`config.mk`:
```
export PLATFORM = sky130hd
export DESIGN_NAME = dsh_front
export DESIGN_NICKNAME = d
export VERILOG_FILES = /design/src/rtl/dsh_pkg.sv /design/src/rtl/dsh_front.sv
export VERILOG_INCLUDE_DIRS = /design/src /design/src/rtl
export SDC_FILE = /design/constraint.sdc
export NUM_CORES = 1
export LEC_CHECK = 0
export BUFFER_PORTS_ARGS = -buffer_cell sky130_fd_sc_hd__buf_2
export CAP_MARGIN = 15
export CORE_MARGIN = 1.5
export CORE_UTILIZATION = 48
export DETAILED_ROUTE_END_ITERATION = 16
export GPL_ROUTABILITY_DRIVEN = 0
export GPL_TIMING_DRIVEN = 0
export PLACE_DENSITY_LB_ADDON = 0.3
export SETUP_SLACK_MARGIN = 0.02
export SYNTH_ARGS = -nofsm -noshare
export SYNTH_HDL_FRONTEND = slang
export SYNTH_SLANG_ARGS = --single-unit
```
`constraint.sdc`:
```
create_clock -name clock -period 8.3 [get_ports clock]
set_clock_uncertainty 0.1 [all_clocks]
set_input_delay 0 -clock clock [delete_from_list [all_inputs] [get_ports clock]]
set_output_delay 0 -clock clock [all_outputs]
set_load 0.005 [all_outputs]
```
`src/rtl/assert_macros.svh`:
```
// Assertion macros shared by the RTL modules.
`ifndef ASSERT_MACROS_SVH
`define ASSERT_MACROS_SVH
`ifndef SYNTHESIS
// Assert that prop holds at every rising clock edge outside reset.
`define ASSERT_CLK(label, clk, rst, prop, msg) \
   label: assert property (@(posedge clk) disable iff (rst) (prop)) else $error(msg);
// Assert prop including during reset.
`define ASSERT_ALWAYS(label, clk, prop, msg) \
   label: assert property (@(posedge clk) (prop)) else $error(msg);
`else
`define ASSERT_CLK(label, clk, rst, prop, msg)
`define ASSERT_ALWAYS(label, clk, prop, msg)
`endif
`endif

```
`src/rtl/dsh_pkg.sv`:
```
// Package for the height map generator: constants and shared types.
`default_nettype none
package dsh_pkg;
   localparam int MAX_ORDER = 8;
   localparam int SIDE_MAX  = (1 << MAX_ORDER) + 1;
   localparam int CW        = $clog2(SIDE_MAX);
   localparam int AW        = $clog2(SIDE_MAX * SIDE_MAX);
   localparam int OW        = 4;
   localparam int HW        = 16;
   localparam logic signed [HW-1:0] HALF_Q = 16'sd8192;
   localparam int QDEPTH    = 4;
   // ceil(2^17 / 3): exact floor division by three for magnitudes below 2^17.
   localparam logic [HW-1:0] THIRD_RECIP = 16'd43691;

   // Command handed from the front part to the back part.
   typedef struct packed {
      logic          start;
      logic [CW-1:0] side_m1;   // side minus one
      logic [CW-1:0] row;
      logic [CW-1:0] col;
      logic [CW-1:0] half;
      logic          diamond;
      logic [OW-1:0] shift;
      logic [HW-1:0] rnd;
      logic          last;
   } cmd_type;

   typedef enum logic [2:0] {
      ST_IDLE, ST_CORNER, ST_READ, ST_CALC, ST_EMIT
   } back_state_type;

   function automatic logic [AW-1:0] addr_of(input logic [CW-1:0] r, input logic [CW-1:0] c);
      return AW'(int'(r) * SIDE_MAX + int'(c));
   endfunction
endpackage
`default_nettype wire

```
`src/rtl/dsh_front.sv`:
```
// Front: tracks the visiting order; starts and live samples become commands.
`default_nettype none
`include "assert_macros.svh"
module dsh_front (
   input  wire logic                 clock,
   input  wire logic                 reset,
   input  wire logic [dsh_pkg::OW-1:0] grid_order,
   input  wire logic                 in_valid,
   input  wire logic                 in_kind,
   input  wire logic [dsh_pkg::HW-1:0] in_rnd,
   output logic                      in_ready,
   output logic                      cmd_valid,
   output dsh_pkg::cmd_type          cmd,
   input  wire logic                 cmd_ready
);
   localparam int CW = dsh_pkg::CW;
   logic [CW-1:0] side_m1_ff, side_m1_in, step_ff, step_in, row_ff, row_in, col_ff, col_in;
   logic [dsh_pkg::OW-1:0] shift_ff, shift_in;
   logic diamond_ff, diamond_in, parity_ff, parity_in, run_ff, run_in;
   logic [dsh_pkg::OW-1:0] ord;
   logic [CW:0] side_new, nc, nr;
   logic [CW-1:0] half;
   logic take;

   assign in_ready = cmd_ready;
   assign take = in_valid && cmd_ready;
   assign half = step_ff >> 1;

   always_comb begin
      ord = grid_order;
      if (ord < 4'd1) ord = 4'd1;
      if (ord > 4'(dsh_pkg::MAX_ORDER)) ord = 4'(dsh_pkg::MAX_ORDER);
      side_new = (CW+1)'(1) << ord;
      side_m1_in = side_m1_ff; step_in = step_ff; row_in = row_ff; col_in = col_ff;
      shift_in = shift_ff; diamond_in = diamond_ff; parity_in = parity_ff; run_in = run_ff;
      nc = {1'b0, col_ff} + {1'b0, step_ff};
      nr = '0;
      cmd = '0;
      cmd.rnd = in_rnd;
      cmd.half = half;
      cmd.shift = shift_ff;
      cmd.diamond = diamond_ff;
      cmd.side_m1 = side_m1_ff;
      cmd.row = row_ff;
      cmd.col = col_ff;
      cmd_valid = 1'b0;
      if (take && !in_kind) begin
         cmd_valid = 1'b1;
         cmd.start = 1'b1;
         cmd.side_m1 = side_new[CW-1:0];
         side_m1_in = side_new[CW-1:0];
         step_in = side_new[CW-1:0];
         shift_in = 4'd2; row_in = '0; col_in = '0;
         diamond_in = 1'b0; parity_in = 1'b0; run_in = 1'b1;
      end else if (take && run_ff) begin
         cmd_valid = 1'b1;
         if (!diamond_ff) begin
            col_in = nc[CW-1:0];
            if (nc >= {1'b0, side_m1_ff}) begin
               col_in = '0;
               nr = {1'b0, row_ff} + {1'b0, step_ff};
               row_in = nr[CW-1:0];
               if (nr >= {1'b0, side_m1_ff}) begin
                  diamond_in = 1'b1; row_in = '0; parity_in = 1'b0; col_in = half;
               end
            end
         end else begin
            col_in = nc[CW-1:0];
            if (nc > {1'b0, side_m1_ff}) begin
               nr = {1'b0, row_ff} + {1'b0, half};
               row_in = nr[CW-1:0];
               parity_in = !parity_ff;
               col_in = parity_in ? '0 : half;
               if (nr > {1'b0, side_m1_ff}) begin
                  step_in = half;
                  shift_in = shift_ff + 4'd1;
                  diamond_in = 1'b0; row_in = '0; col_in = '0; parity_in = 1'b0;
                  if (half <= CW'(1)) begin
                     run_in = 1'b0;
                     cmd.last = 1'b1;
                  end
               end
            end
         end
      end
   end

   always_ff @(posedge clock) begin
      if (reset) begin
         side_m1_ff <= CW'(1 << dsh_pkg::MAX_ORDER);
         step_ff <= CW'(1 << dsh_pkg::MAX_ORDER);
         shift_ff <= 4'd2; row_ff <= '0; col_ff <= '0;
         diamond_ff <= 1'b0; parity_ff <= 1'b0; run_ff <= 1'b0;
      end else begin
         side_m1_ff <= side_m1_in; step_ff <= step_in; shift_ff <= shift_in;
         row_ff <= row_in; col_ff <= col_in; diamond_ff <= diamond_in;
         parity_ff <= parity_in; run_ff <= run_in;
      end
   end

   `ASSERT_CLK(a_cmd_needs_take, clock, reset, cmd_valid |-> take, "command without input transfer")
   `ASSERT_CLK(a_last_stops, clock, reset, (cmd_valid && cmd.last) |=> !run_ff, "map still running after last")
   `ASSERT_CLK(a_step_pow2, clock, reset, $onehot(step_ff), "level step not a power of two")
endmodule
`default_nettype wire

```
==> results.sh <==
export IMPL_outcome="complete, but fails checks"
export IMPL_failed_checks="hold timing"
export IMPL_worstPathRequired_ns=8.20
export IMPL_crit_type="register to output pin"
export IMPL_ys_ff_latch=43
export IMPL_synth_top_family_by_area="compound AO/OA/AOI/OAI gates"
export IMPL_grt_pass1_vias=3769
export IMPL_avgSynthCellArea_um2=8.003
export IMPL_cts_setup_buffers=0
export IMPL_antenna_cells=0
export IMPL_die_area_um2=8979
export IMPL_synthArstFlopShare_pct=0
export IMPL_rr_worst_depth=14
export IMPL_rows=33
export IMPL_met2_usage_pct=45.12
export IMPL_yosys_warnings=0
export IMPL_io_pin_count=86
export IMPL_fp_coreArea_um2=8175
export IMPL_cts_hold_buf=5
export IMPL_rsz0062_at_grt="no"
export IMPL_yosysTopAreaCellShare_pct=21.30
export IMPL_fin_nets=666
export IMPL_placed_area_um2=4508
export IMPL_synthSimpleGateAreaFrac_pct=20.19
export IMPL_finalSetupViolCount=0
export IMPL_grt_usage_pct=26.86
export IMPL_synth_adder_area_share_pct=18.20
export IMPL_cts_resized=0
export IMPL_place_ws_ns=3.877
export IMPL_fin_area_um2=4649
export IMPL_wl_per_cell_um=16.85
export IMPL_synth_top_cell_by_area="dfxtp_1"
export IMPL_synth_compound_area_share_pct=25.82
export IMPL_max_stage_delay_ns=0.67
export IMPL_routed_via_density=5.894
export IMPL_root_buffer="clkbuf_8"
export IMPL_synth_ff_type="dfxtp_1"
export IMPL_use_met1_pct=35.15
export IMPL_maxCapViolCount=0
export IMPL_rr_startpoint="step_ff[2]"
export IMPL_cpMostUsedCell="ha_1"
export IMPL_path_cells="ha_1, o21ai_0, o21bai_1, a2111oi_0, nor3_1, xor2_1, ha_1, a2111o_1, o32ai_2, o211ai_2, and2_4, nand2_1, nor4_1, buf_2"
export IMPL_grt_busiest_layer="met2"
export IMPL_clk_insertion_delay_late_ns=0.31
export IMPL_startpoint_type="register"
export IMPL_synth_xor_xnor_area_share_pct=3.901
export IMPL_post_route_period_util_pct=54.87
export IMPL_cp_arrival_ns=4.45
export IMPL_synth_edf_count=0
export IMPL_syn_area_um2=4041
export IMPL_max_freq_mhz=219.6
export IMPL_clkTransAtPathRegs_ns=0.09
export IMPL_overflow=0
export IMPL_cpMaxStageDelayCell="dfxtp_1"
export IMPL_period_needed_ns=4.554
export IMPL_wirelength_um=11610
export IMPL_end_kind="output pin"
export IMPL_drt_iter0_markers=208
export IMPL_vias=4061
export IMPL_ctsLongestPathBuffers=2
export IMPL_global_route_usage_met3_pct=4.026
export IMPL_grt_max_degree=14
export IMPL_post_route_drc_count=0
export IMPL_holdPathStages=3
export IMPL_start_util_pct=49.43
export IMPL_yosysSeqAreaShare_pct=21.30
export IMPL_die_w_um=94.76
export IMPL_antenna_found_initial=0
export IMPL_setup_tns_ns=0
export IMPL_setup_worst_path_start="step_ff[2]"
export IMPL_critical_path_max_fanout=10
export IMPL_cts_tree="built"
export IMPL_finalHoldViolCount=1
export IMPL_cts_made_buffers=5
export IMPL_relSlewSlack_pct=49.45
export IMPL_htreeDepth=2
export IMPL_peakVddDrop_mv=0.09421
export IMPL_dr_pass1_iters=5
export IMPL_syn_to_final_growth_pct=15.05
export IMPL_slew_viol_final=0
export IMPL_dp_hpwl_um=8915
export IMPL_final_antenna_net_count=0
export IMPL_synth_cell_types=63
export IMPL_holdCritStartpoint="grid_order[3]"
export IMPL_die_h_um=94.76
export IMPL_synthMuxAreaShare_pct=0.2477
export IMPL_final_common_cell="buf_2"
export IMPL_syn_inst=505
export IMPL_clock_sinks=43
export IMPL_min_delay_path_class="primary input to register"
export IMPL_drive_gt1_share_pct=21.75
export IMPL_grt_pass1_wl_um=18490
export IMPL_syn_num_nets=587
export IMPL_p_leak_nw=2.182
export IMPL_synthTopCellsByArea="dfxtp_1, ha_1, buf_4"
export IMPL_worst_slack_ns=3.746
export IMPL_worst_slew_pin_slew_ns=0.7555
export IMPL_p_per_area_nw_per_um2=113.8
export IMPL_io_buffers=67
export IMPL_final_cell_mix="buf_2, ha_1, dfxtp_1"
export IMPL_holdWs_ns=-0.004866
-- cell families after synthesis --
group,count (synthesis)
flip-flops,43
other,1
buffers and inverters,78
multiplexers,1
AND/OR/NAND/NOR,159
adder cells (fa/ha/maj),57
XOR/XNOR,18
AO/OA/AOI/OAI,148
-- synthesized netlist by cell type, types with 3 or more instances --
library cell and number:
nor3_1 14, or2_2 3, a21oi_1 37, nor4_1 4
o21a_1 5, xnor2_1 10, nand3b_1 3, buf_4 30
o21ai_0 38, nand2_1 29, o31ai_1 10, a31oi_1 4
nor2_1 35, inv_1 36, a211oi_1 3, a21o_1 8
nor2b_1 9, nand2b_1 5, xor2_1 8, a221oi_1 3
a22oi_1 8, ha_1 54, fa_1 3, and2_1 7
clkbuf_1 8, or4_1 4, dfxtp_1 43, nand4_1 10
a221oi_2 4, nand3_1 20, and3_1 9
-- through the flow --
| stage | util, % | hold WS [ns] | std cells | total power [mW] |
|---|---|---|---|---|
| after floorplan | - | -0.01918 | 505 | 0.3368 |
| after CTS | 56.87 | 0.0006065 | 689 | 0.5274 |
| after detailed placement | 55.14 | 0.06603 | 677 | 0.3810 |
| after global routing | 56.87 | 0.01536 | 689 | 0.5566 |
| after global placement | 55.14 | 0.06699 | 677 | 0.3770 |
| final | 56.87 | -0.004866 | 689 | 0.5292 |
-- layer usage --
metal  share of wire [%]  routed length, µm
met1                  44               5144
met2                  47               5406
met3                 7.4                859
met4                 1.7                201
met5                   0                  0
-- layout make-up --
cell class,count,area [µm²]
Clock inverter,1,8.758
Clock buffer,6,82.58
Fill cell,803,3526
Inverter,37,138.9
Sequential cell,43,860.8
Timing Repair Buffer,72,385.4
Buffer,41,275.3
Multi-Input combinational cell,384,2766
Tap cell,105,131.4
-- state kept, by name, summed over array words and instances (netlist names) --
| name | cells |
|---|---|
| parity_ff | 1 |
| side_m1_ff | 9 |
| step_ff | 9 |
| diamond_ff | 1 |
| row_ff | 9 |
| run_ff | 1 |
| col_ff | 9 |
| shift_ff | 4 |
-- where the power goes --
| group | total, mW | switching [mW] | internal [mW] |
|---|---|---|---|
| Clock | 0.147 | 0.0802 | 0.0671 |
| Combinational | 0.162 | 0.0935 | 0.0685 |
| Sequential | 0.220 | 0.00921 | 0.211 |
-- critical path, delay by kind of cell (launching register included) --
family	cells	cell delay (ns)
compound gates	6	1.83
fa+ha+maj	2	0.70
flops	1	0.67
simple gates	4	0.55
xor+xnor	1	0.22
buf+inv	1	0.16
-- final timing paths --
check / endpoint / slack, ns
worst max-delay path: cmd[0] / 3.75
worst min-delay path: step_ff[8] / -0.005
worst max register to register: step_ff[6] / 3.78
worst min register to register: parity_ff / 0.37
(Power assumes the default switching activity.)
