## src/rtl/assert_macros.svh

```systemverilog
// Assertion macros shared by the RTL modules.
`ifndef ASSERT_MACROS_SVH
`define ASSERT_MACROS_SVH
`ifndef SYNTHESIS
// Assert that prop holds at every rising clock edge outside reset.
`define ASSERT_CLK(label, clk, rst, prop, msg) \
   label: assert property (@(posedge clk) disable iff (rst) (prop)) else $error(msg);
// Assert prop including during reset.
`define ASSERT_ALWAYS(label, clk, prop, msg) \
   label: assert property (@(posedge clk) (prop)) else $error(msg);
`else
`define ASSERT_CLK(label, clk, rst, prop, msg)
`define ASSERT_ALWAYS(label, clk, prop, msg)
`endif
`endif

```

## src/rtl/dsh_pkg.sv

```systemverilog
// Package for the height map generator: constants and shared types.
`default_nettype none
package dsh_pkg;
   localparam int MAX_ORDER = 8;
   localparam int SIDE_MAX  = (1 << MAX_ORDER) + 1;
   localparam int CW        = $clog2(SIDE_MAX);
   localparam int AW        = $clog2(SIDE_MAX * SIDE_MAX);
   localparam int OW        = 4;
   localparam int HW        = 16;
   localparam logic signed [HW-1:0] HALF_Q = 16'sd8192;
   localparam int QDEPTH    = 4;
   // ceil(2^17 / 3): exact floor division by three for magnitudes below 2^17.
   localparam logic [HW-1:0] THIRD_RECIP = 16'd43691;

   // Command handed from the front part to the back part.
   typedef struct packed {
      logic          start;
      logic [CW-1:0] side_m1;   // side minus one
      logic [CW-1:0] row;
      logic [CW-1:0] col;
      logic [CW-1:0] half;
      logic          diamond;
      logic [OW-1:0] shift;
      logic [HW-1:0] rnd;
      logic          last;
   } cmd_type;

   typedef enum logic [2:0] {
      ST_IDLE, ST_CORNER, ST_READ, ST_CALC, ST_EMIT
   } back_state_type;

   function automatic logic [AW-1:0] addr_of(input logic [CW-1:0] r, input logic [CW-1:0] c);
      return AW'(int'(r) * SIDE_MAX + int'(c));
   endfunction
endpackage
`default_nettype wire

```

## src/rtl/dsh_queue.sv

```systemverilog
// Short command queue between the front and back parts.
`default_nettype none
`include "assert_macros.svh"
module dsh_queue (
   input  wire logic             clock,
   input  wire logic             reset,
   input  wire logic             wr_valid,
   input  wire dsh_pkg::cmd_type wr_data,
   output logic                  wr_ready,
   output logic                  rd_valid,
   output dsh_pkg::cmd_type      rd_data,
   input  wire logic             rd_ready
);
   localparam int PW = $clog2(dsh_pkg::QDEPTH);
   dsh_pkg::cmd_type slot_ff [dsh_pkg::QDEPTH];
   logic [PW-1:0] wp_ff, wp_in, rp_ff, rp_in;
   logic [PW:0] cnt_ff, cnt_in;
   logic push, pop;

   assign wr_ready = cnt_ff != (PW+1)'(dsh_pkg::QDEPTH);
   assign rd_valid = cnt_ff != '0;
   assign rd_data = slot_ff[rp_ff];
   assign push = wr_valid && wr_ready;
   assign pop = rd_valid && rd_ready;

   always_comb begin
      wp_in = push ? wp_ff + PW'(1) : wp_ff;
      rp_in = pop ? rp_ff + PW'(1) : rp_ff;
      cnt_in = cnt_ff + (PW+1)'(push) - (PW+1)'(pop);
   end

   always_ff @(posedge clock) begin
      if (push) slot_ff[wp_ff] <= wr_data;
      if (reset) begin
         wp_ff <= '0; rp_ff <= '0; cnt_ff <= '0;
      end else begin
         wp_ff <= wp_in; rp_ff <= rp_in; cnt_ff <= cnt_in;
      end
   end

   `ASSERT_CLK(a_no_overflow, clock, reset, cnt_ff <= (PW+1)'(dsh_pkg::QDEPTH), "queue overflow")
   `ASSERT_CLK(a_ptr_gap, clock, reset, (wp_ff - rp_ff) == cnt_ff[PW-1:0], "queue pointers disagree")
   `ASSERT_ALWAYS(a_reset_empty, clock, reset |=> !rd_valid, "queue not empty after reset")
endmodule
`default_nettype wire

```

## config.mk

```make
export PLATFORM = sky130hd
export DESIGN_NAME = dsh_queue
export DESIGN_NICKNAME = d
export VERILOG_FILES = /design/src/rtl/dsh_pkg.sv /design/src/rtl/dsh_queue.sv
export VERILOG_INCLUDE_DIRS = /design/src /design/src/rtl
export SDC_FILE = /design/constraint.sdc
export NUM_CORES = 1
export LEC_CHECK = 0
export ABC_CLOCK_PERIOD_IN_PS = 3400
export BUFFER_PORTS_ARGS = -buffer_cell sky130_fd_sc_hd__clkbuf_2
export CAP_MARGIN = 20
export CORE_MARGIN = 2
export CORE_UTILIZATION = 57
export DETAILED_ROUTE_END_ITERATION = 10
export GPL_TIMING_DRIVEN = 0
export PLACE_DENSITY = 0.77
export SYNTH_ARGS = -nofsm -noshare
export SYNTH_HDL_FRONTEND = slang
export SYNTH_SLANG_ARGS = --single-unit
```

## constraint.sdc

```tcl
create_clock -name clock -period 3.4 [get_ports clock]
set_clock_uncertainty 0.15 [all_clocks]
set_input_delay 0.34 -clock clock [delete_from_list [all_inputs] [get_ports clock]]
set_output_delay 0.34 -clock clock [all_outputs]
set_load 0.05 [all_outputs]
```

==> impl_metrics.prom, run 1 <==
# TYPE chip_impl_metric gauge
chip_impl_metric{name="grtUsageTotal",unit=""} 0.1913
chip_impl_metric{name="syn_inst",unit=""} 358
chip_impl_metric{name="synthDistinctLibCells",unit=""} 25
chip_impl_metric{name="worstRegToRegCells",unit=""} 11
chip_impl_metric{name="slew_hr",unit=""} 0.5531
chip_impl_metric{name="path_buf_inv",unit=""} 3
chip_impl_metric{name="number_of_gates_resized_after_cts",unit=""} 0
chip_impl_metric{name="yosys_register_bits",unit=""} 245
chip_impl_metric{name="num_rows",unit=""} 45
chip_impl_info{name="worst_path_most_repeated_cell",value="inv_1"} 1
chip_impl_metric{name="total_standard_cell_area_after_synthesis",unit="um2"} 8992
chip_impl_metric{name="placed_cell_area",unit="um2"} 9965
chip_impl_metric{name="vias_in_the_first_global_route",unit=""} 4620
chip_impl_metric{name="detail_route.drc_violations",unit=""} 0
chip_impl_metric{name="crit_cells",unit=""} 11
chip_impl_metric{name="postCtsSetupRepairBufs",unit=""} 0
chip_impl_info{name="layout.cells.most_common_list",value="edfxtp_1, clkbuf_2, mux4_2, dlygate4sd3_1, clkbuf_16"} 1
chip_impl_info{name="crit_path_end",value="cnt_ff[2]$_SDFF_PP0_"} 1
chip_impl_metric{name="route.antenna.remaining_nets",unit=""} 0
chip_impl_metric{name="synth_warnings",unit=""} 0
chip_impl_metric{name="h_tree_depth",unit=""} 1
chip_impl_metric{name="initial_standard_cell_utilization_of_the_core",unit=""} 0.5872
chip_impl_metric{name="synth.net_count",unit=""} 428
chip_impl_metric{name="number_of_buffers_created_by_cts",unit=""} 23
chip_impl_info{name="critPathKind",value="reg -> reg"} 1
chip_impl_info{name="critical-path-top-delay-family",value="adder cells"} 1
chip_impl_metric{name="gp_congestion",unit=""} 0.7157
chip_impl_metric{name="post-route-cell-area",unit="um2"} 11280
chip_impl_info{name="worstSetupEndpointType",value="flop"} 1
chip_impl_metric{name="stdcell_count",unit=""} 795
chip_impl_metric{name="ios",unit=""} 124
chip_impl_metric{name="synth.avg_cell_area",unit="um2"} 25.12
chip_impl_metric{name="post-route-period-util",unit=""} 0.8234
chip_impl_metric{name="power_leakage",unit="nW"} 3.897
chip_impl_metric{name="worst_path_largest_cell_delay",unit="ns"} 0.54
chip_impl_metric{name="final.min_clock_period",unit="ns"} 2.800
chip_impl_info{name="setup_repair_after_global_routing_missed_its_margin",value="false"} 1
chip_impl_metric{name="drive_above_1_share",unit=""} 0.3911
chip_impl_metric{name="place.detailed.instances",unit=""} 695
chip_impl_metric{name="power.ir.vdd_worst",unit="mV"} 0.7402
chip_impl_metric{name="worst_slew_pin_slew",unit="ns"} 0.6704
chip_impl_info{name="cell_with_the_largest_stage_delay_on_the_worst_path",value="a21boi_1"} 1
chip_impl_info{name="tritoncts_clock_tree",value="yes"} 1
chip_impl_metric{name="wirelength_routed",unit="um"} 15800
chip_impl_metric{name="number_of_antenna_violations_at_the_first_check_in_global_routing",unit=""} 1
chip_impl_metric{name="critical_path_peak_fanout",unit=""} 7
chip_impl_metric{name="worstSkewPairLatency",unit="ns"} 0.48
chip_impl_metric{name="clk_path_buf_depth",unit=""} 3
chip_impl_metric{name="layout_overhead_on_the_synthesized_area",unit="%"} 25.42
chip_impl_metric{name="path_clk_slew",unit="ns"} 0.06
chip_impl_metric{name="vias_post_dr",unit=""} 4340
chip_impl_info{name="critical_path.reg2reg.startpoint",value="cnt_ff[1]$_SDFF_PP0_"} 1
chip_impl_metric{name="core-area",unit="um2"} 15310
chip_impl_metric{name="synth-seq-area-share",unit=""} 0.8081
chip_impl_info{name="startpoint_type",value="flop"} 1
chip_impl_metric{name="design.final.nets",unit=""} 638
chip_impl_info{name="root_buffer",value="clkbuf_16"} 1
chip_impl_metric{name="wire_length_of_the_first_global_routing_pass",unit="um"} 24330
chip_impl_info{name="layout.cells.most_common",value="edfxtp_1"} 1
chip_impl_metric{name="drt_pass1_iterations",unit=""} 5
chip_impl_metric{name="grt.overflow.total",unit=""} 0
chip_impl_metric{name="fin_total_pwr",unit="mW"} 9.298
chip_impl_metric{name="port-buffer-count",unit=""} 122
chip_impl_info{name="worstHoldPathType",value="in -> reg"} 1
chip_impl_metric{name="die_area",unit="um2"} 16800
chip_impl_metric{name="rrSetupSlack",unit="ns"} 0.60
chip_impl_metric{name="routed_wire_length_per_instance",unit="um"} 19.88
chip_impl_metric{name="detailedPlacementHpwl",unit="um"} 9502
chip_impl_metric{name="die_h",unit="um"} 129.6
chip_impl_info{name="worstPathCellList",value="nor2_1 > a21boi_1 > inv_1 > ha_1 > inv_1 > ha_1 > inv_1 > fa_1 > xor2_1 > and2_1 > nor3_1"} 1
chip_impl_info{name="result_of_the_run",value="complete, no violations"} 1
chip_impl_metric{name="slew_viol_final",unit=""} 0
chip_impl_metric{name="die_x",unit="um"} 129.6
chip_impl_metric{name="tritoncts_num_sinks",unit=""} 245
chip_impl_metric{name="max_freq",unit="MHz"} 357.2
chip_impl_metric{name="hold_viol_final",unit=""} 0
chip_impl_info{name="worst_setup_path_startpoint",value="cnt_ff[1]$_SDFF_PP0_"} 1
chip_impl_metric{name="crit_arrival",unit="ns"} 3.06
chip_impl_metric{name="grt_start_max_net_pins",unit=""} 43
chip_impl_metric{name="cap_viol_max_count",unit=""} 0
chip_impl_metric{name="final-setup-viol-count",unit=""} 0
chip_impl_metric{name="power_density",unit="nW/um2"} 824.4
chip_impl_metric{name="utilization",unit=""} 0.7364
chip_impl_metric{name="hold_ws",unit="ns"} 0.06747
chip_impl_metric{name="vias_per_cell",unit=""} 5.459
chip_impl_metric{name="starting_drc_count_in_detailed_routing",unit=""} 325
chip_impl_info{name="r2r-end",value="cnt_ff[2]$_SDFF_PP0_"} 1
chip_impl_metric{name="required",unit="ns"} 3.66
## repair_timing
action / CTS / global route
hold endpoints to repair: 236 / 0
hold buffers: 59 / 0
setup endpoints to repair: 0 / 0
## through the flow
stage	setup WS, ns	setup TNS (ns)
global placement	-0.6690	-151.32
CTS	0.5975	0
detailed placement	0.6376	0
floorplan	0.5339	0
finish	0.6005	0
global route	0.3352	0
## power by group
part | total (mW) | internal [mW] | switching [mW]
clock | 2.44 | 1.47 | 0.974
combinational | 3.05 | 0.985 | 2.07
sequential | 3.80 | 3.70 | 0.103
total | 9.30 | 6.15 | 3.15
## worst min path at each step
stage                                startpoint                       to  slack, ns  depth (start not counted)
final                                     reset     cnt_ff[1]$_SDFF_PP0_       0.07                          2
after detailed placement  rp_ff[1]$_SDFFE_PP0P_    rp_ff[1]$_SDFFE_PP0P_       0.36                          2
after CTS                                 reset     cnt_ff[1]$_SDFF_PP0_       0.05                          2
after floorplan                      wr_data[0]  slot_ff[0][0]$_DFFE_PP_       0.29                          0
after global routing                      reset     cnt_ff[1]$_SDFF_PP0_       0.13                          2
after global placement    wp_ff[1]$_SDFFE_PP0P_    wp_ff[1]$_SDFFE_PP0P_       0.34                          2
## cells by family (layout without fill, tap and decap cells)
kind of cell | after synthesis | in the layout | synth area share
compound gates | 3 | 3 | 0.002783
xor+xnor | 3 | 3 | 0.002922
fa+ha+maj | 7 | 7 | 0.01057
buf+inv | 20 | 245 | 0.01489
flops | 245 | 245 | 0.8081
mux | 61 | 61 | 0.1501
other cells | 0 | 1 | 0
simple gates | 19 | 19 | 0.01057
## synthesized netlist by cell type
cell / count / share of area
fa_1: 1 / 0.0022
dfxtp_1: 9 / 0.020
edfxtp_1: 236 / 0.79
mux2i_1: 1 / 0.0011
xnor2_1: 1 / 0.00097
clkbuf_1: 5 / 0.0021
ha_1: 6 / 0.0083
mux2_2: 1 / 0.0013
o311ai_0: 1 / 0.00097
nor2_1: 8 / 0.0033
and2_1: 5 / 0.0035
buf_4: 4 / 0.0033
buf_12: 2 / 0.0045
nand2_1: 1 / 0.00042
buf_6: 1 / 0.0013
inv_1: 5 / 0.0021
or3_1: 1 / 0.00070
mux4_2: 59 / 0.15
o31a_1: 1 / 0.00097
nor2b_1: 1 / 0.00070
xor2_1: 2 / 0.0019
nand2b_1: 2 / 0.0014
nor3_1: 1 / 0.00056
buf_2: 3 / 0.0017
a21boi_1: 1 / 0.00084
## metal layers
metal,part of all wire,wire (um),track usage
met4,0.017,276,0.04238
met1,0.42,6684,0.2620
met5,0,0,0
met2,0.51,8021,0.3274
met3,0.052,821,0.03592
## state kept, by name (all words and copies together), names as in the netlist, named ones only
register	cells
wp_ff	2
rp_ff	2
cnt_ff	3
slot_ff	236
## final cells by class
cell class,count,area (um2)
Antenna cell,1,2.502
Buffer,15,115.1
Clock buffer,30,601.8
Clock inverter,10,118.9
Fill cell,914,4036
Inverter,5,18.77
Multi-Input combinational cell,93,1602
Sequential cell,245,7267
Tap cell,211,264.0
Timing Repair Buffer,185,1289
Note: power is estimated with default switching activity, not from simulation.
==> run 2: changes to the inputs <==
- ABC_CLOCK_PERIOD_IN_PS: 3400 -> 2500
- CORE_UTILIZATION: 57 -> 51
- PLACE_DENSITY: 0.77 -> 0.73
- clock period: 3.4 -> 2.5 ns (I/O delays scaled with it)
==> run 2 against run 1 <==
Core utilization shrank 7.8 points. Worst hold slack improved by 0.017 ns. Clock-buffer cell count increased by 3. Global-route usage fell by 1.4 points. Sequential cell count did not move. First-iteration DRC count down 45%. Cell area rose by 0.93%. Cell count increased by 2.5%. Non-clock buffer count rose by 2. Wire length up 2.9%. Sequential share of layout area fell by 0.58 points.
==> impl_metrics.prom, run 2 (synthesized netlist as in run 1, its figures left out) <==
# TYPE chip_impl_metric gauge
chip_impl_info{name="result_of_the_run",value="complete, no violations"} 1
chip_impl_info{name="critPathKind",value="reg -> out"} 1
chip_impl_metric{name="final-setup-viol-count",unit=""} 0
chip_impl_metric{name="max_freq",unit="MHz"} 412.8
chip_impl_metric{name="required",unit="ns"} 2.10
chip_impl_metric{name="slew_hr",unit=""} 0.6625
chip_impl_info{name="biggestRegsByFlops",value="slot_ff: 236 flops, cnt_ff: 3 flops"} 1
chip_impl_metric{name="initial_standard_cell_utilization_of_the_core",unit=""} 0.5199
chip_impl_metric{name="starting_drc_count_in_detailed_routing",unit=""} 179
chip_impl_info{name="worstSetupEndpointType",value="primary output"} 1
chip_impl_metric{name="worstSkewPairLatency",unit="ns"} 0.49
chip_impl_metric{name="routed_wire_length_per_instance",unit="um"} 19.95
chip_impl_metric{name="detail_route.drc_violations",unit=""} 0
chip_impl_info{name="critical_path.reg2reg.startpoint",value="cnt_ff[0]$_SDFF_PP0_"} 1
chip_impl_metric{name="path_buf_inv",unit=""} 4
chip_impl_metric{name="wirelength_routed",unit="um"} 16260
chip_impl_metric{name="vias_post_dr",unit=""} 4316
chip_impl_info{name="startpoint_type",value="flop"} 1
chip_impl_metric{name="worst_path_largest_cell_delay",unit="ns"} 0.50
chip_impl_metric{name="route.antenna.remaining_nets",unit=""} 0
chip_impl_metric{name="fillers",unit=""} 1154
chip_impl_metric{name="worst_slew_pin_slew",unit="ns"} 0.5062
chip_impl_metric{name="vias_in_the_first_global_route",unit=""} 4674
chip_impl_metric{name="gp_congestion",unit=""} 0.6787
chip_impl_metric{name="core-area",unit="um2"} 17300
chip_impl_metric{name="design.final.nets",unit=""} 642
chip_impl_metric{name="clk_path_buf_depth",unit=""} 3
chip_impl_metric{name="grtUsageTotal",unit=""} 0.1774
chip_impl_info{name="cell_with_the_largest_stage_delay_on_the_worst_path",value="mux4_2"} 1
chip_impl_metric{name="dp_slack",unit="ns"} -0.2816
chip_impl_metric{name="vias_per_cell",unit=""} 5.296
chip_impl_metric{name="stdcell_count",unit=""} 815
chip_impl_metric{name="final.min_clock_period",unit="ns"} 2.422
chip_impl_metric{name="worstRegToRegCells",unit=""} 11
chip_impl_metric{name="die_h",unit="um"} 136.8
chip_impl_info{name="worstHoldPathType",value="in -> reg"} 1
chip_impl_metric{name="power_leakage",unit="nW"} 3.951
chip_impl_metric{name="largest_register_ffs",unit=""} 236
chip_impl_metric{name="fin_tns_setup",unit="ns"} 0
chip_impl_metric{name="power_density",unit="nW/um2"} 1125
chip_impl_info{name="worst_path_most_repeated_cell",value="buf_12"} 1
chip_impl_metric{name="placed_cell_area",unit="um2"} 9990
chip_impl_metric{name="die_x",unit="um"} 136.8
chip_impl_info{name="tritoncts_clock_tree",value="yes"} 1
chip_impl_metric{name="slew_viol_final",unit=""} 0
chip_impl_metric{name="path_clk_slew",unit="ns"} 0.06
chip_impl_metric{name="min_path_cells",unit=""} 4
chip_impl_metric{name="port-buffer-count",unit=""} 122
chip_impl_info{name="root_buffer",value="clkbuf_16"} 1
chip_impl_metric{name="insertedDiodeCount",unit=""} 0
chip_impl_metric{name="die_area",unit="um2"} 18710
chip_impl_metric{name="h_tree_depth",unit=""} 1
chip_impl_metric{name="number_of_buffers_created_by_cts",unit=""} 25
chip_impl_metric{name="cap_viol_max_count",unit=""} 0
chip_impl_metric{name="post-route-cell-area",unit="um2"} 11380
chip_impl_metric{name="grt_start_max_net_pins",unit=""} 37
chip_impl_metric{name="number_of_antenna_violations_at_the_first_check_in_global_routing",unit=""} 0
chip_impl_metric{name="layout_overhead_on_the_synthesized_area",unit="%"} 26.59
chip_impl_info{name="reg_with_most_ffs",value="slot_ff"} 1
chip_impl_metric{name="place.detailed.instances",unit=""} 709
chip_impl_metric{name="detailedPlacementHpwl",unit="um"} 9690
chip_impl_metric{name="power.ir.vdd_worst",unit="mV"} 0.9110
chip_impl_metric{name="tritoncts_num_sinks",unit=""} 245
chip_impl_info{name="hold_start",value="rd_ready"} 1
chip_impl_metric{name="grt.overflow.total",unit=""} 0
chip_impl_metric{name="ios",unit=""} 124
chip_impl_info{name="layout.cells.most_common_list",value="edfxtp_1, clkbuf_2, dlygate4sd3_1"} 1
chip_impl_metric{name="post-route-worst-setup-slack",unit="ns"} 0.07766
chip_impl_info{name="layout.cells.most_common",value="edfxtp_1"} 1
chip_impl_metric{name="crit_arrival",unit="ns"} 2.02
chip_impl_metric{name="post-route-period-util",unit=""} 0.9689
chip_impl_info{name="critical-path-top-delay-family",value="buffers and inverters"} 1
chip_impl_info{name="r2r-end",value="cnt_ff[2]$_SDFF_PP0_"} 1
chip_impl_metric{name="critical_path_peak_fanout",unit=""} 10
chip_impl_metric{name="rrSetupSlack",unit="ns"} 0.18
chip_impl_info{name="worstPathCellList",value="buf_6 > buf_12 > buf_12 > mux4_2 > clkbuf_2"} 1
chip_impl_metric{name="num_rows",unit=""} 48
chip_impl_metric{name="hold_viol_final",unit=""} 0
chip_impl_metric{name="wire_length_of_the_first_global_routing_pass",unit="um"} 25010
chip_impl_metric{name="drive_above_1_share",unit=""} 0.4051
chip_impl_metric{name="drt_pass1_iterations",unit=""} 4
[run 2: changes by cell type in the layout (fill, tap and decap cells not counted), moves of 2 or more]
| cell | before | now |
|---|---|---|
| clkbuf_16 | 23 | 25 |
| clkbuf_1 | 12 | 9 |
| buf_2 | 3 | 9 |
| clkinv_2 | 2 | 5 |
| clkbuf_2 | 122 | 118 |
| buf_4 | 4 | 6 |
[run 2: worst max-delay path by stage]
| stage | from | end | slack (ns) | cells past startpoint |
|---|---|---|---|---|
| after floorplan | cnt_ff[1]$_SDFF_PP0_ | cnt_ff[2]$_SDFF_PP0_ | 0.12 | 11 |
| after global placement | cnt_ff[1]$_SDFF_PP0_ | slot_ff[2][39]$_DFFE_PP_ | -0.44 | 3 |
| after detailed placement | cnt_ff[1]$_SDFF_PP0_ | cnt_ff[2]$_SDFF_PP0_ | -0.28 | 11 |
| after CTS | cnt_ff[1]$_SDFF_PP0_ | cnt_ff[2]$_SDFF_PP0_ | -0.11 | 11 |
| after global routing | cnt_ff[0]$_SDFF_PP0_ | cnt_ff[2]$_SDFF_PP0_ | -0.03 | 11 |
| final | flop | rd_data[53] | 0.08 | 5 |
[run 2: metal layers]
metal  vias up  share of wire  track usage
li1       1939              -            -
met1      2231           0.42       0.2422
met2       127           0.51       0.3039
met3        19          0.062      0.03444
met4         0          0.012      0.03436
met5         -              0            0
[run 2: final cells by class]
class | count | area (um2) | area share
tap | 225 | 281.5 | 0.02473
clock inverter | 12 | 103.9 | 0.009123
sequential | 245 | 7268 | 0.6385
multi-input combinational | 93 | 1613 | 0.1417
clock buffer | 33 | 655.6 | 0.05760
buffer | 15 | 128.9 | 0.01132
inverter | 5 | 18.77 | 0.001649
timing repair buffer | 187 | 1314 | 0.1154
[run 2: worst min-delay path, stage by stage]
cell and delay [ns]:
clkbuf_2 0.10, o31a_1 0.13, xnor2_1 0.14, nor2_1 0.08
[run 2: per-stage QoR]
stage                     hold slack (ns)  utilization  total power, mW
final                             0.08490       0.6581            12.81
after global placement             0.3119       0.5718            9.269
after CTS                         0.04919       0.6570            12.95
after global routing              0.09889       0.6581            13.35
after detailed placement           0.3203       0.5775            9.404
after floorplan                    0.1989            -            8.420
[run 2: repair_timing]
action,in CTS,in global routing
setup buffers,0,1
pin swaps,0,1
resized for setup,7,11
setup endpoints to repair,52,12
hold buffers,60,0
hold endpoints to repair,240,0
[run 2: power by group]
| part | total [mW] | switching (mW) | internal (mW) |
|---|---|---|---|
| Clock | 3.44 | 1.40 | 2.04 |
| Combinational | 4.19 | 2.82 | 1.37 |
| Sequential | 5.17 | 0.139 | 5.03 |
